<file path="src/hdl/snpr_pkg.sv">
// package for the sql named parameter rewriter: payload types, queue entry
// and character constants; no dependencies
`timescale 1ns / 1ps

package snpr_pkg;

  // input transfer payload
  typedef struct packed {
    logic [7:0] in_byte;
    logic       end_of_text;
  } in_t;

  // output transfer payload
  typedef struct packed {
    logic [7:0] out_byte;
    logic       byte_valid;
    logic       last_of_text;
  } out_t;

  // one queue entry: results of one input byte, one or two
  typedef struct packed {
    out_t res0;
    out_t res1;
    logic two;
  } entry_t;

  // queue status seen by front and back
  typedef struct packed {
    logic empty;
    logic full;
  } q_stat_t;

  // characters the scanner reacts to
  localparam logic [7:0] CH_SQUOTE = 8'h27;
  localparam logic [7:0] CH_DQUOTE = 8'h22;
  localparam logic [7:0] CH_DASH   = 8'h2D;
  localparam logic [7:0] CH_SLASH  = 8'h2F;
  localparam logic [7:0] CH_STAR   = 8'h2A;
  localparam logic [7:0] CH_COLON  = 8'h3A;
  localparam logic [7:0] CH_QMARK  = 8'h3F;
  localparam logic [7:0] CH_NL     = 8'h0A;
  localparam logic [7:0] CH_UNDER  = 8'h5F;

  // letter, digit or underscore
  function automatic logic is_name(input logic [7:0] b);
    is_name = (b >= 8'h61 && b <= 8'h7A) || (b >= 8'h41 && b <= 8'h5A) ||
              (b >= 8'h30 && b <= 8'h39) || (b == CH_UNDER);
  endfunction

endpackage

</file>
<file path="src/hdl/snpr_front.sv">
// front scanner: tracks the lexical mode and turns each input byte into a
// queue entry of one or two results; uses snpr_pkg
`timescale 1ns / 1ps

module snpr_front (
  input  logic             clk,
  input  logic             rst_n,
  input  logic             acc,
  input  snpr_pkg::in_t    in_data,
  output logic             push,
  output snpr_pkg::entry_t entry
);

  typedef enum logic [3:0] {
    M_NORMAL = 4'd0,
    M_SQ     = 4'd1,
    M_SQ_END = 4'd2,
    M_DQ     = 4'd3,
    M_DQ_END = 4'd4,
    M_LINE   = 4'd5,
    M_BLOCK  = 4'd6,
    M_BSTAR  = 4'd7,
    M_PARAM  = 4'd8,
    M_PDASH  = 4'd9,
    M_PSLASH = 4'd10,
    M_PCOLON = 4'd11
  } mode_t;

  mode_t mode_r, mode_nxt;

  logic [7:0] b;
  logic       last;
  logic       norm_put;
  mode_t      norm_mode;
  logic       use_norm;
  logic       pre_put, main_put;
  logic [7:0] pre_byte, main_byte;
  mode_t      dir_mode;
  mode_t      scan_mode;

  assign b    = in_data.in_byte;
  assign last = in_data.end_of_text;

  // normal-text classification of the current byte
  always_comb begin
    norm_put  = 1'b1;
    norm_mode = M_NORMAL;
    if (b == snpr_pkg::CH_SQUOTE) begin
      norm_mode = M_SQ;
    end else if (b == snpr_pkg::CH_DQUOTE) begin
      norm_mode = M_DQ;
    end else if (b == snpr_pkg::CH_DASH || b == snpr_pkg::CH_SLASH ||
                 b == snpr_pkg::CH_COLON) begin
      if (!last) begin
        norm_put = 1'b0;
        if (b == snpr_pkg::CH_DASH) begin
          norm_mode = M_PDASH;
        end else if (b == snpr_pkg::CH_SLASH) begin
          norm_mode = M_PSLASH;
        end else begin
          norm_mode = M_PCOLON;
        end
      end
    end
  end

  // per-mode decisions: an optional held byte first, then the byte itself
  always_comb begin
    use_norm  = 1'b0;
    pre_put   = 1'b0;
    pre_byte  = snpr_pkg::CH_COLON;
    main_put  = 1'b1;
    main_byte = b;
    dir_mode  = mode_r;
    case (mode_r)
      M_SQ: begin
        dir_mode = (b == snpr_pkg::CH_SQUOTE) ? M_SQ_END : M_SQ;
      end
      M_SQ_END: begin
        if (b == snpr_pkg::CH_SQUOTE) dir_mode = M_SQ;
        else use_norm = 1'b1;
      end
      M_DQ: begin
        dir_mode = (b == snpr_pkg::CH_DQUOTE) ? M_DQ_END : M_DQ;
      end
      M_DQ_END: begin
        if (b == snpr_pkg::CH_DQUOTE) dir_mode = M_DQ;
        else use_norm = 1'b1;
      end
      M_LINE: begin
        dir_mode = (b == snpr_pkg::CH_NL) ? M_NORMAL : M_LINE;
      end
      M_BLOCK: begin
        dir_mode = (b == snpr_pkg::CH_STAR) ? M_BSTAR : M_BLOCK;
      end
      M_BSTAR: begin
        if (b == snpr_pkg::CH_SLASH) dir_mode = M_NORMAL;
        else dir_mode = (b == snpr_pkg::CH_STAR) ? M_BSTAR : M_BLOCK;
      end
      M_PARAM: begin
        if (snpr_pkg::is_name(b)) begin
          main_put = 1'b0;
          dir_mode = M_PARAM;
        end else begin
          use_norm = 1'b1;
        end
      end
      M_PDASH: begin
        pre_put  = 1'b1;
        pre_byte = snpr_pkg::CH_DASH;
        if (b == snpr_pkg::CH_DASH) dir_mode = M_LINE;
        else use_norm = 1'b1;
      end
      M_PSLASH: begin
        pre_put  = 1'b1;
        pre_byte = snpr_pkg::CH_SLASH;
        if (b == snpr_pkg::CH_STAR) dir_mode = M_BLOCK;
        else use_norm = 1'b1;
      end
      M_PCOLON: begin
        if (b == snpr_pkg::CH_COLON) begin
          pre_put  = 1'b1;
          dir_mode = M_NORMAL;
        end else if (snpr_pkg::is_name(b)) begin
          main_byte = snpr_pkg::CH_QMARK;
          dir_mode  = M_PARAM;
        end else begin
          pre_put  = 1'b1;
          use_norm = 1'b1;
        end
      end
      default: begin
        use_norm = 1'b1;
      end
    endcase
    if (use_norm) begin
      main_put = norm_put;
    end
  end

  assign scan_mode = use_norm ? norm_mode : dir_mode;
  assign mode_nxt  = last ? M_NORMAL : scan_mode;

  // build the queue entry; a last byte with no output gives a bare end marker
  always_comb begin
    entry.two              = pre_put && main_put;
    entry.res0.out_byte    = pre_put ? pre_byte : main_byte;
    entry.res0.byte_valid  = pre_put || main_put;
    entry.res0.last_of_text = last && !(pre_put && main_put);
    entry.res1.out_byte    = main_byte;
    entry.res1.byte_valid  = 1'b1;
    entry.res1.last_of_text = last;
    if (!pre_put && !main_put) begin
      entry.res0.out_byte = 8'd0;
    end
  end

  assign push = acc && (pre_put || main_put || last);

  // mode register
  always_ff @(posedge clk) begin
    if (!rst_n) begin
      mode_r <= M_NORMAL;
    end else if (acc) begin
      mode_r <= mode_nxt;
    end
  end

endmodule

</file>
<file path="src/hdl/snpr_queue.sv">
// short entry queue between scanner and emitter; uses snpr_pkg
// depth comes from the top level
`timescale 1ns / 1ps

module snpr_queue #(
  parameter int QDEPTH = 4
) (
  input  logic              clk,
  input  logic              rst_n,
  input  logic              push,
  input  snpr_pkg::entry_t  wr_entry,
  input  logic              pop,
  output snpr_pkg::entry_t  head,
  output snpr_pkg::q_stat_t stat
);

  localparam int PW = (QDEPTH > 1) ? $clog2(QDEPTH) : 1;
  localparam int CW = $clog2(QDEPTH + 1);
  localparam logic [PW-1:0] PLAST = PW'(QDEPTH - 1);
  localparam logic [CW-1:0] CFULL = CW'(QDEPTH);

  snpr_pkg::entry_t slot_r [QDEPTH];
  logic [PW-1:0] wp_r, wp_nxt, rp_r, rp_nxt;
  logic [CW-1:0] cnt_r, cnt_nxt;

  assign stat.empty = (cnt_r == '0);
  assign stat.full  = (cnt_r == CFULL);
  assign head       = slot_r[rp_r];

  // pointer and fill count update
  always_comb begin
    wp_nxt  = wp_r;
    rp_nxt  = rp_r;
    cnt_nxt = cnt_r;
    if (push) wp_nxt = (wp_r == PLAST) ? '0 : wp_r + PW'(1);
    if (pop)  rp_nxt = (rp_r == PLAST) ? '0 : rp_r + PW'(1);
    if (push && !pop) cnt_nxt = cnt_r + CW'(1);
    else if (!push && pop) cnt_nxt = cnt_r - CW'(1);
  end

  always_ff @(posedge clk) begin
    if (!rst_n) begin
      wp_r  <= '0;
      rp_r  <= '0;
      cnt_r <= '0;
    end else begin
      wp_r  <= wp_nxt;
      rp_r  <= rp_nxt;
      cnt_r <= cnt_nxt;
    end
  end

  // entry storage
  always_ff @(posedge clk) begin
    if (push) begin
      slot_r[wp_r] <= wr_entry;
    end
  end

endmodule

</file>
<file path="src/hdl/snpr_back.sv">
// back emitter: walks the one or two results of the head queue entry and
// presents them on the output channel; uses snpr_pkg
`timescale 1ns / 1ps

module snpr_back (
  input  logic              clk,
  input  logic              rst_n,
  input  snpr_pkg::entry_t  head,
  input  snpr_pkg::q_stat_t stat,
  output logic              pop,
  output logic              out_valid,
  input  logic              out_ready,
  output snpr_pkg::out_t    out_data
);

  logic sel_r, sel_nxt;
  logic xfer;

  assign out_valid = !stat.empty;
  assign out_data  = sel_r ? head.res1 : head.res0;
  assign xfer      = out_valid && out_ready;
  assign pop       = xfer && (sel_r || !head.two);

  // result select within the head entry
  always_comb begin
    sel_nxt = sel_r;
    if (pop) sel_nxt = 1'b0;
    else if (xfer) sel_nxt = 1'b1;
  end

  always_ff @(posedge clk) begin
    if (!rst_n) begin
      sel_r <= 1'b0;
    end else begin
      sel_r <= sel_nxt;
    end
  end

endmodule

</file>
<file path="src/hdl/sql_named_param_rewriter.sv">
// SQL named parameter rewriter. Takes one byte of SQL text per transfer and
// rewrites each named parameter (a colon and a name of letters, digits and
// underscores) as a single '?', leaving quoted strings, comments and '::'
// casts untouched. A held '-', '/' or ':' comes out one byte later, once the
// next byte settles it; a byte marked end_of_text flushes it and returns the
// scanner to normal text, and if that byte yields nothing a bare end marker
// (byte_valid 0) carries last_of_text. Input is taken every cycle; most bytes
// give one result, which is written into the entry queue and leaves from its
// head. A byte that yields two results (a flushed held byte plus the new
// one, or '::') holds the output while both are sent, which the QDEPTH-entry
// queue between scanner and emitter absorbs; input stalls only when full.
`timescale 1ns / 1ps

module sql_named_param_rewriter #(
  parameter int QDEPTH = 4
) (
  input  logic           clk,
  input  logic           rst_n,
  input  logic           in_valid,
  output logic           in_ready,
  input  snpr_pkg::in_t  in_data,
  output logic           out_valid,
  input  logic           out_ready,
  output snpr_pkg::out_t out_data
);

  snpr_pkg::entry_t  entry;
  snpr_pkg::entry_t  head;
  snpr_pkg::q_stat_t stat;
  logic              acc;
  logic              push;
  logic              pop;

  assign in_ready = !stat.full;
  assign acc      = in_valid && in_ready;

  // scanner
  snpr_front u_front (
    .clk     (clk),
    .rst_n   (rst_n),
    .acc     (acc),
    .in_data (in_data),
    .push    (push),
    .entry   (entry)
  );

  // entry queue
  snpr_queue #(
    .QDEPTH (QDEPTH)
  ) u_queue (
    .clk      (clk),
    .rst_n    (rst_n),
    .push     (push),
    .wr_entry (entry),
    .pop      (pop),
    .head     (head),
    .stat     (stat)
  );

  // emitter
  snpr_back u_back (
    .clk       (clk),
    .rst_n     (rst_n),
    .head      (head),
    .stat      (stat),
    .pop       (pop),
    .out_valid (out_valid),
    .out_ready (out_ready),
    .out_data  (out_data)
  );

endmodule

</file>
<file path="config.mk">
export PLATFORM = sky130hd
export DESIGN_NAME = sql_named_param_rewriter
export DESIGN_NICKNAME = d
export VERILOG_FILES = /design/src/hdl/snpr_pkg.sv /design/src/hdl/snpr_front.sv /design/src/hdl/snpr_queue.sv /design/src/hdl/snpr_back.sv /design/src/hdl/sql_named_param_rewriter.sv
export SDC_FILE = /design/constraint.sdc
export NUM_CORES = 1
export LEC_CHECK = 0
export BUFFER_PORTS_ARGS = -buffer_cell sky130_fd_sc_hd__buf_4
export CAP_MARGIN = 15
export CELL_PAD_IN_SITES_DETAIL_PLACEMENT = 0
export CELL_PAD_IN_SITES_GLOBAL_PLACEMENT = 2
export CORE_MARGIN = 1.5
export CORE_UTILIZATION = 47
export DETAILED_ROUTE_END_ITERATION = 16
export PLACE_DENSITY_LB_ADDON = 0.1
export SETUP_SLACK_MARGIN = 0.2
export SLEW_MARGIN = 15
export SYNTH_ARGS = -nofsm -noshare
export SYNTH_HDL_FRONTEND = slang
export SYNTH_SLANG_ARGS = --single-unit
</file>
<file path="constraint.sdc">
create_clock -name clk -period 5.8 [get_ports clk]
set_clock_uncertainty 0.1 [all_clocks]
set_input_delay 0.58 -clock clk [delete_from_list [all_inputs] [get_ports clk]]
set_output_delay 0.58 -clock clk [all_outputs]
set_load 0.02 [all_outputs]
</file>
After elaboration in Yosys (flattened, before gate mapping)
Memories as Yosys holds them, arrays and structs flattened. A register that Yosys moved wholly into a read port is not among the register bits. Cells that the tools add are included.

Bits in registers: 12. RAM bits: 80. Output and inout port bits: 12. Logic and storage cells: 127. Memories: 1.

Add/sub/neg operators: 4. Order comparisons: 6. Equal/unequal tests: 26. Muxes and demuxes: 49. Bitwise logic cells: 1. Reductions and logical operators: 35.

Memory list: u_queue.slot_r (depth 4, bits a word 20, read ports 1, clocked after memory_dff 1, wr ports 1, RTL line snpr_queue.sv:22) `snpr_pkg::entry_t slot_r [QDEPTH];`.

Operator list (count): $mux W4 (13); $eq A8 B6 Y1 const B (6); $pmux W4 S11 (1); $mux W8 (5); $mux W1 (17); $eq A4 B3 Y1 const B (4); $eq A4 B4 Y1 const B (4); $ge A8 B7 Y1 const B (2); $le A8 B7 Y1 const B (2); $ne A4 B2 Y1 const B (4); $reduce_bool A13 Y1 (1); $logic_and A1 B1 Y1 (12); $mux W3 (4); $mux W10 (1); $mux W2 (5); $pmux W5 S2 (1); $eq A4 B2 Y1 const B (2); $eq A8 B4 Y1 const B (1); $eq A8 B7 Y1 const B (1); $ge A8 B6 Y1 const B (1); $le A8 B6 Y1 const B (1); $logic_not A1 Y1 (8); $logic_or A1 B1 Y1 (8); $pmux W1 S7 (1); other kinds (13) (16).

Depth between registers and ports, before layout
Word-level depth: 16. Gate-level depth with buffers: 13.

By module
Synthesis repeated with hierarchy kept, for this count alone.

Cells, all modules: 331. Area total of the unflattened synthesis: 4782.1 um^2.

By module, submodules not included: snpr_queue (instances 1, cells an instance 153, area each 3489.6 um^2, sequential area each 2702.6 um^2); snpr_front (instances 1, cells an instance 158, area each 1059.8 um^2, sequential area each 80.1 um^2); snpr_back (instances 1, cells an instance 18, area each 222.7 um^2, sequential area each 20.0 um^2); sql_named_param_rewriter (instances 1, cells an instance 2, area each 10.0 um^2, sequential area each 0.0 um^2).

Least setup slack after synthesis
Ideal clock, no wire load.

Kind: in2reg. Start point: input in_data[2] in the netlist's numbering. End point: register u_queue.cnt_r[2]. Setup time: 0.076 ns. Arrival: 3.146 ns. Required time: 5.624 ns. Slack: 2.479 ns. Stages on the path: 13. Cell sequence: clkbuf_1 > nand2_1 > xor2_1 > o2111ai_1 > a311oi_4 > a2bb2oi_4 > inv_2 > ha_1 > inv_1 > fa_1 > xor2_1 > or3_1 > a21boi_0.

Cells in the longest elaborated chain, start to end: 15.

RTL lines: start, declared (RTL line sql_named_param_rewriter.sv:21) `input snpr_pkg::in_t in_data,`; $ge A8 B7 Y1 or $le A8 B7 Y1 (tied branches) (RTL line snpr_pkg.sv:46) `is_name = (b >= 8'h61 && b <= 8'h7A) || (b >= 8'h41 && b <= 8'h5A) ||`; $logic_and A1 B1 Y1 (RTL line snpr_pkg.sv:46); $logic_or A1 B1 Y1 (2 in series) (RTL line snpr_pkg.sv:46); $logic_or A1 B1 Y1 (RTL line snpr_pkg.sv:47) `(b >= 8'h30 && b <= 8'h39) || (b == CH_UNDER);`; $mux W1 (RTL line snpr_front.sv:101, snpr_front.sv:124); $mux W1 (RTL line snpr_front.sv:121) `if (b == snpr_pkg::CH_COLON) begin`; $pmux W1 S7 (RTL line snpr_front.sv:75) `case (mode_r)`; $mux W1 (RTL line snpr_front.sv:136) `if (use_norm) begin`; $logic_or A1 B1 Y1 (*) (2 in series) (RTL line snpr_front.sv:158) `assign push = acc && (pre_put || main_put || last);`; $logic_and A1 B1 Y1 (*) (RTL line snpr_front.sv:158); net push (RTL line sql_named_param_rewriter.sv:31) `logic push;`; $logic_not A1 Y1 (RTL line snpr_queue.sv:38) `else if (!push && pop) cnt_nxt = cnt_r - CW'(1);`; $logic_and A1 B1 Y1 (RTL line snpr_queue.sv:38); $reduce_bool A2 Y1 (no source line); end signal, assigned (RTL line snpr_queue.sv:49) `cnt_r <= cnt_nxt;`; end, declared (RTL line snpr_queue.sv:24) `logic [CW-1:0] cnt_r, cnt_nxt;`.

Mark *: on every way through the listed nets, which the timed path passes. The rest lies on a longest branch. A chain may end at the register's enable or synchronous reset.

Worst setup path in the final report
Start point: register u_front.mode_r[2]. End point: register u_queue.cnt_r[2].

Cells in the longest elaborated chain, start to end: 10.

RTL lines: start, declared (RTL line snpr_front.sv:29) `mode_t mode_r, mode_nxt;`; start signal, assigned (RTL line snpr_front.sv:165) `mode_r <= mode_nxt;`; $eq A4 B1 Y1, or another cell as far along (RTL line snpr_front.sv:75); $reduce_or A5 Y1 (no source line); $pmux W1 S7 (RTL line snpr_front.sv:75); $mux W1 (RTL line snpr_front.sv:136); $logic_or A1 B1 Y1 (*) (2 in series) (RTL line snpr_front.sv:158); $logic_and A1 B1 Y1 (*) (RTL line snpr_front.sv:158); net push (RTL line sql_named_param_rewriter.sv:31); $logic_not A1 Y1 (RTL line snpr_queue.sv:38); $logic_and A1 B1 Y1 (RTL line snpr_queue.sv:38); $reduce_bool A2 Y1 (no source line).

Marks and branches as above.

==> impl_results.md <==
* Outcome: finished, final reports clean
* Via density at 5.688
* WHS at 0.3887 ns
* Max VDD drop at 0.2223 mV
* Mapped Cells at 338
* Final ANT Viol Nets at 0
* Wire length of the first global-routing pass at 14.92 mm
* HP Class: in -> reg
* HPWL Detailed at 6.076 mm
* PwrDens at 363.9 nW/µm²
* Worst rel slew slack at 28.35%
* Setup TNS at 0 ns
* Post-synth top flop: edfxtp_1
* Final WS setup at 2.139 ns
* Number of synthesized register bits at 94
* Wire length per cell at 18.58 µm
* Unrepaired setup endpoints after global routing: no
* Startpoint types: flip-flop
* WS Path Type: reg -> reg
* Largest net degree at the start of global routing at 21
* CORE AREA at 9328 µm²
* CTS buffer count at 9
* DRC Markers at 0
* Worst Setup EP: u_queue.cnt_r[2]$_SDFFE_PN0P_
* Synth area leaders: edfxtp_1 53%, mux4_2 9.9%, dfxtp_1 6.1%, nand2_1 3.8%, and2_1 1.6%
* Max FO, Critical Path at 16
* Synth cell types at 60
* IO buf count at 24
* R2R depth at 12
* CTS tree: yes
* Root Buffer: clkbuf_8
* Drt first pass iters at 4
* Post-route cell area at 5037 µm²
* Avg Cell Area, Syn at 13.49 µm²
* Tot Pwr at 1833 µW
* All-Layer GR Usage at 19.15%
* Total wire length at 9.125 mm
* Share of the synthesized area in the top cell type at 52.70%
* Vias at 2793
* Mapped Area at 4558 µm²
* Initial Util at 48.87%
* Placer Congestion at 0.8535
* Leakage at 0.001693 µW
* Via count of the first global-routing pass at 2872
* Count of final max-slew check failures at 0
* Cts repair resizes at 0
* HP Start: in_data[0]
* GRT overflow at 0
* Clock-pin transition on the worst setup and hold timing paths at 0.09 ns
* Core Rows at 35
* Final clock period utilization by the worst path at 63.13%
* F_max at 273.1 MHz
* Post-CTS setup buffer count at 0
* Nets at 377
* Final hold vios at 0
* Worst-Margin Slew at 1.075 ns
* Initial antenna violation count at 0
* DIE AREA at 10300 µm²
* WP data required at 5.97 ns
* First-iteration detailed-routing DRC count at 134
* Placed cell areas at 4841 µm²
* Die H at 101.5 µm
* Post-CTS Hold Fix Bufs at 0
* DP Worst Slack at 1.994 ns
* Clock buffer depth at 2
* Leading area contributor after synthesis: edfxtp_1
* # IOs at 25
* Layout cell share with drive strength beyond 1 at 21.27%
* Max-cap violation count at 0
* Reg2reg end: u_queue.cnt_r[2]$_SDFFE_PN0P_
* Crit end category: flip-flop
* Die X at 101.5 µm
* Final setup viols at 0
* Synth-to-Final Area Change at 10.51%
* ANT cells at 0
* Worst r2r src: u_front.mode_r[2]$_SDFFE_PN0P_
* Reg2reg setup slack at 2.14 ns
* Fraction of registers with async set/reset at 0%
* Start point of the critical path: u_front.mode_r[2]$_SDFFE_PN0P_
* Clock H-tree levels at 3
* Clock Sinks at 94
* Sequential area share after synthesis at 58.85%
* Post-synth EDFFs at 80
* Final min period at 3.661 ns
* Worst Path Arrival at 3.83 ns
* Worst skew pair latency at 0.35 ns
* Synthesized Nets at 358
* Synth warnings at 0
[critical path, cell delays in order, from the launching register on]
cell,delay (ns)
dfxtp_1,0.69
or3b_2,0.53
o221ai_1,0.22
a311o_1,0.31
a311oi_4,0.13
a2bb2oi_4,0.25
inv_2,0.10
ha_1,0.20
inv_1,0.06
fa_1,0.37
xor2_1,0.16
or3_1,0.30
a21boi_0,0.17
[metal layers]
metal  vias up  global-route usage (%)  wire, µm
met5         -                       0         0
met4         0                   5.021       107
met3         8                   3.796       318
met2        60                   30.92      4415
met1      1388                   26.83      4284
li1       1337                       -         -
[registers in the layout, indices dropped and copies added, names as in the netlist, named ones only]
name and cells:
u_back.sel_r 1, u_queue.slot_r 80, u_queue.wp_r 2, u_queue.rp_r 2, u_front.mode_r 4, u_queue.cnt_r 3
[stage by stage]
step	std cells	util [%]
after global placement	475	51.90
after global routing	491	54.00
after detailed placement	475	51.90
after floorplan	338	-
after CTS	491	54.00
final	491	54.00
[logic make-up (layout without fill, tap and decap cells)]
kind of cell | count (synthesis) | after routing | share of synthesized area (%)
adder cells (fa/ha/maj) | 7 | 7 | 2.086
multiplexers | 26 | 26 | 11.20
AND/OR/NAND/NOR | 123 | 123 | 14.55
flip-flops | 94 | 94 | 58.85
XOR/XNOR | 5 | 5 | 0.9607
buffers and inverters | 28 | 52 | 2.443
AO/OA/AOI/OAI | 55 | 55 | 9.910
[area by class of cell]
type	instances	area (µm²)
inverter	10	37.54
fill	799	4290
multi-input combinational	216	1764
tap	129	161.4
timing repair buffer	26	195.2
clock buffer	11	152.6
clock inverter	5	43.79
sequential	94	2683
[cells in the mapped netlist (all sizes together), types with 2 or more instances]
cell,number
mux2i,6
nand2,47
a21boi,2
ha,6
nand3b,3
o22ai,4
nor4b,2
nor3b,4
a211oi,2
mux4,20
a32oi,2
edfxtp,80
a311oi,2
nand3,6
nand4,3
dfxtp,14
inv,10
nand2b,4
and2,12
clkbuf,11
nor3,6
nor2,14
buf,7
a22oi,2
and4b,2
or2,5
o21ai,7
a2bb2oi,2
nor2b,8
a221oi,2
xor2,4
o211ai,3
a211o,2
or3,2
a21oi,12
[cell usage in the layout (no fill, tap or decap), types with 3 or more instances in the layout]
master    netlist  routed
mux2i_1         6       6
nor3b_1         4       4
nand2_1        46      46
o21ai_0         7       7
or2_2           5       5
nor3_1          6       6
nor2_1         14      14
nand3_1         6       6
clkbuf_8        0       9
nand2b_1        4       4
nor2b_1         8       8
nand4_1         3       3
o211ai_1        3       3
edfxtp_1       80      80
mux4_2         20      20
buf_4           0      26
dfxtp_1        14      14
nand3b_1        3       3
ha_1            6       6
inv_1           9       9
xor2_1          4       4
and2_1         12      12
a21oi_1        12      12
o22ai_1         4       4
inv_6           0       3
[report_power, final]
| group | switching (µW) | internal, µW |
|---|---|---|
| Combinational | 282 | 226 |
| Sequential | 45.9 | 847 |
| Clock | 241 | 191 |
[how the worst min path moves through the flow]
stage | to | slack, ns | depth (start not counted)
6_report | u_queue.slot_r[2][1]$_DFFE_PP_ | 0.39 | 1
3_3_place_gp | u_queue.cnt_r[2]$_SDFFE_PN0P_ | 0.40 | 2
2_1_floorplan | u_back.sel_r$_SDFFE_PP0P_ | 0.36 | 2
3_5_place_dp | u_queue.wp_r[0]$_SDFFE_PN0P_ | 0.42 | 2
5_1_grt | u_queue.slot_r[1][1]$_DFFE_PP_ | 0.38 | 1
4_1_cts | u_queue.slot_r[2][1]$_DFFE_PP_ | 0.37 | 1
Note: power is estimated with default switching activity, not from simulation.
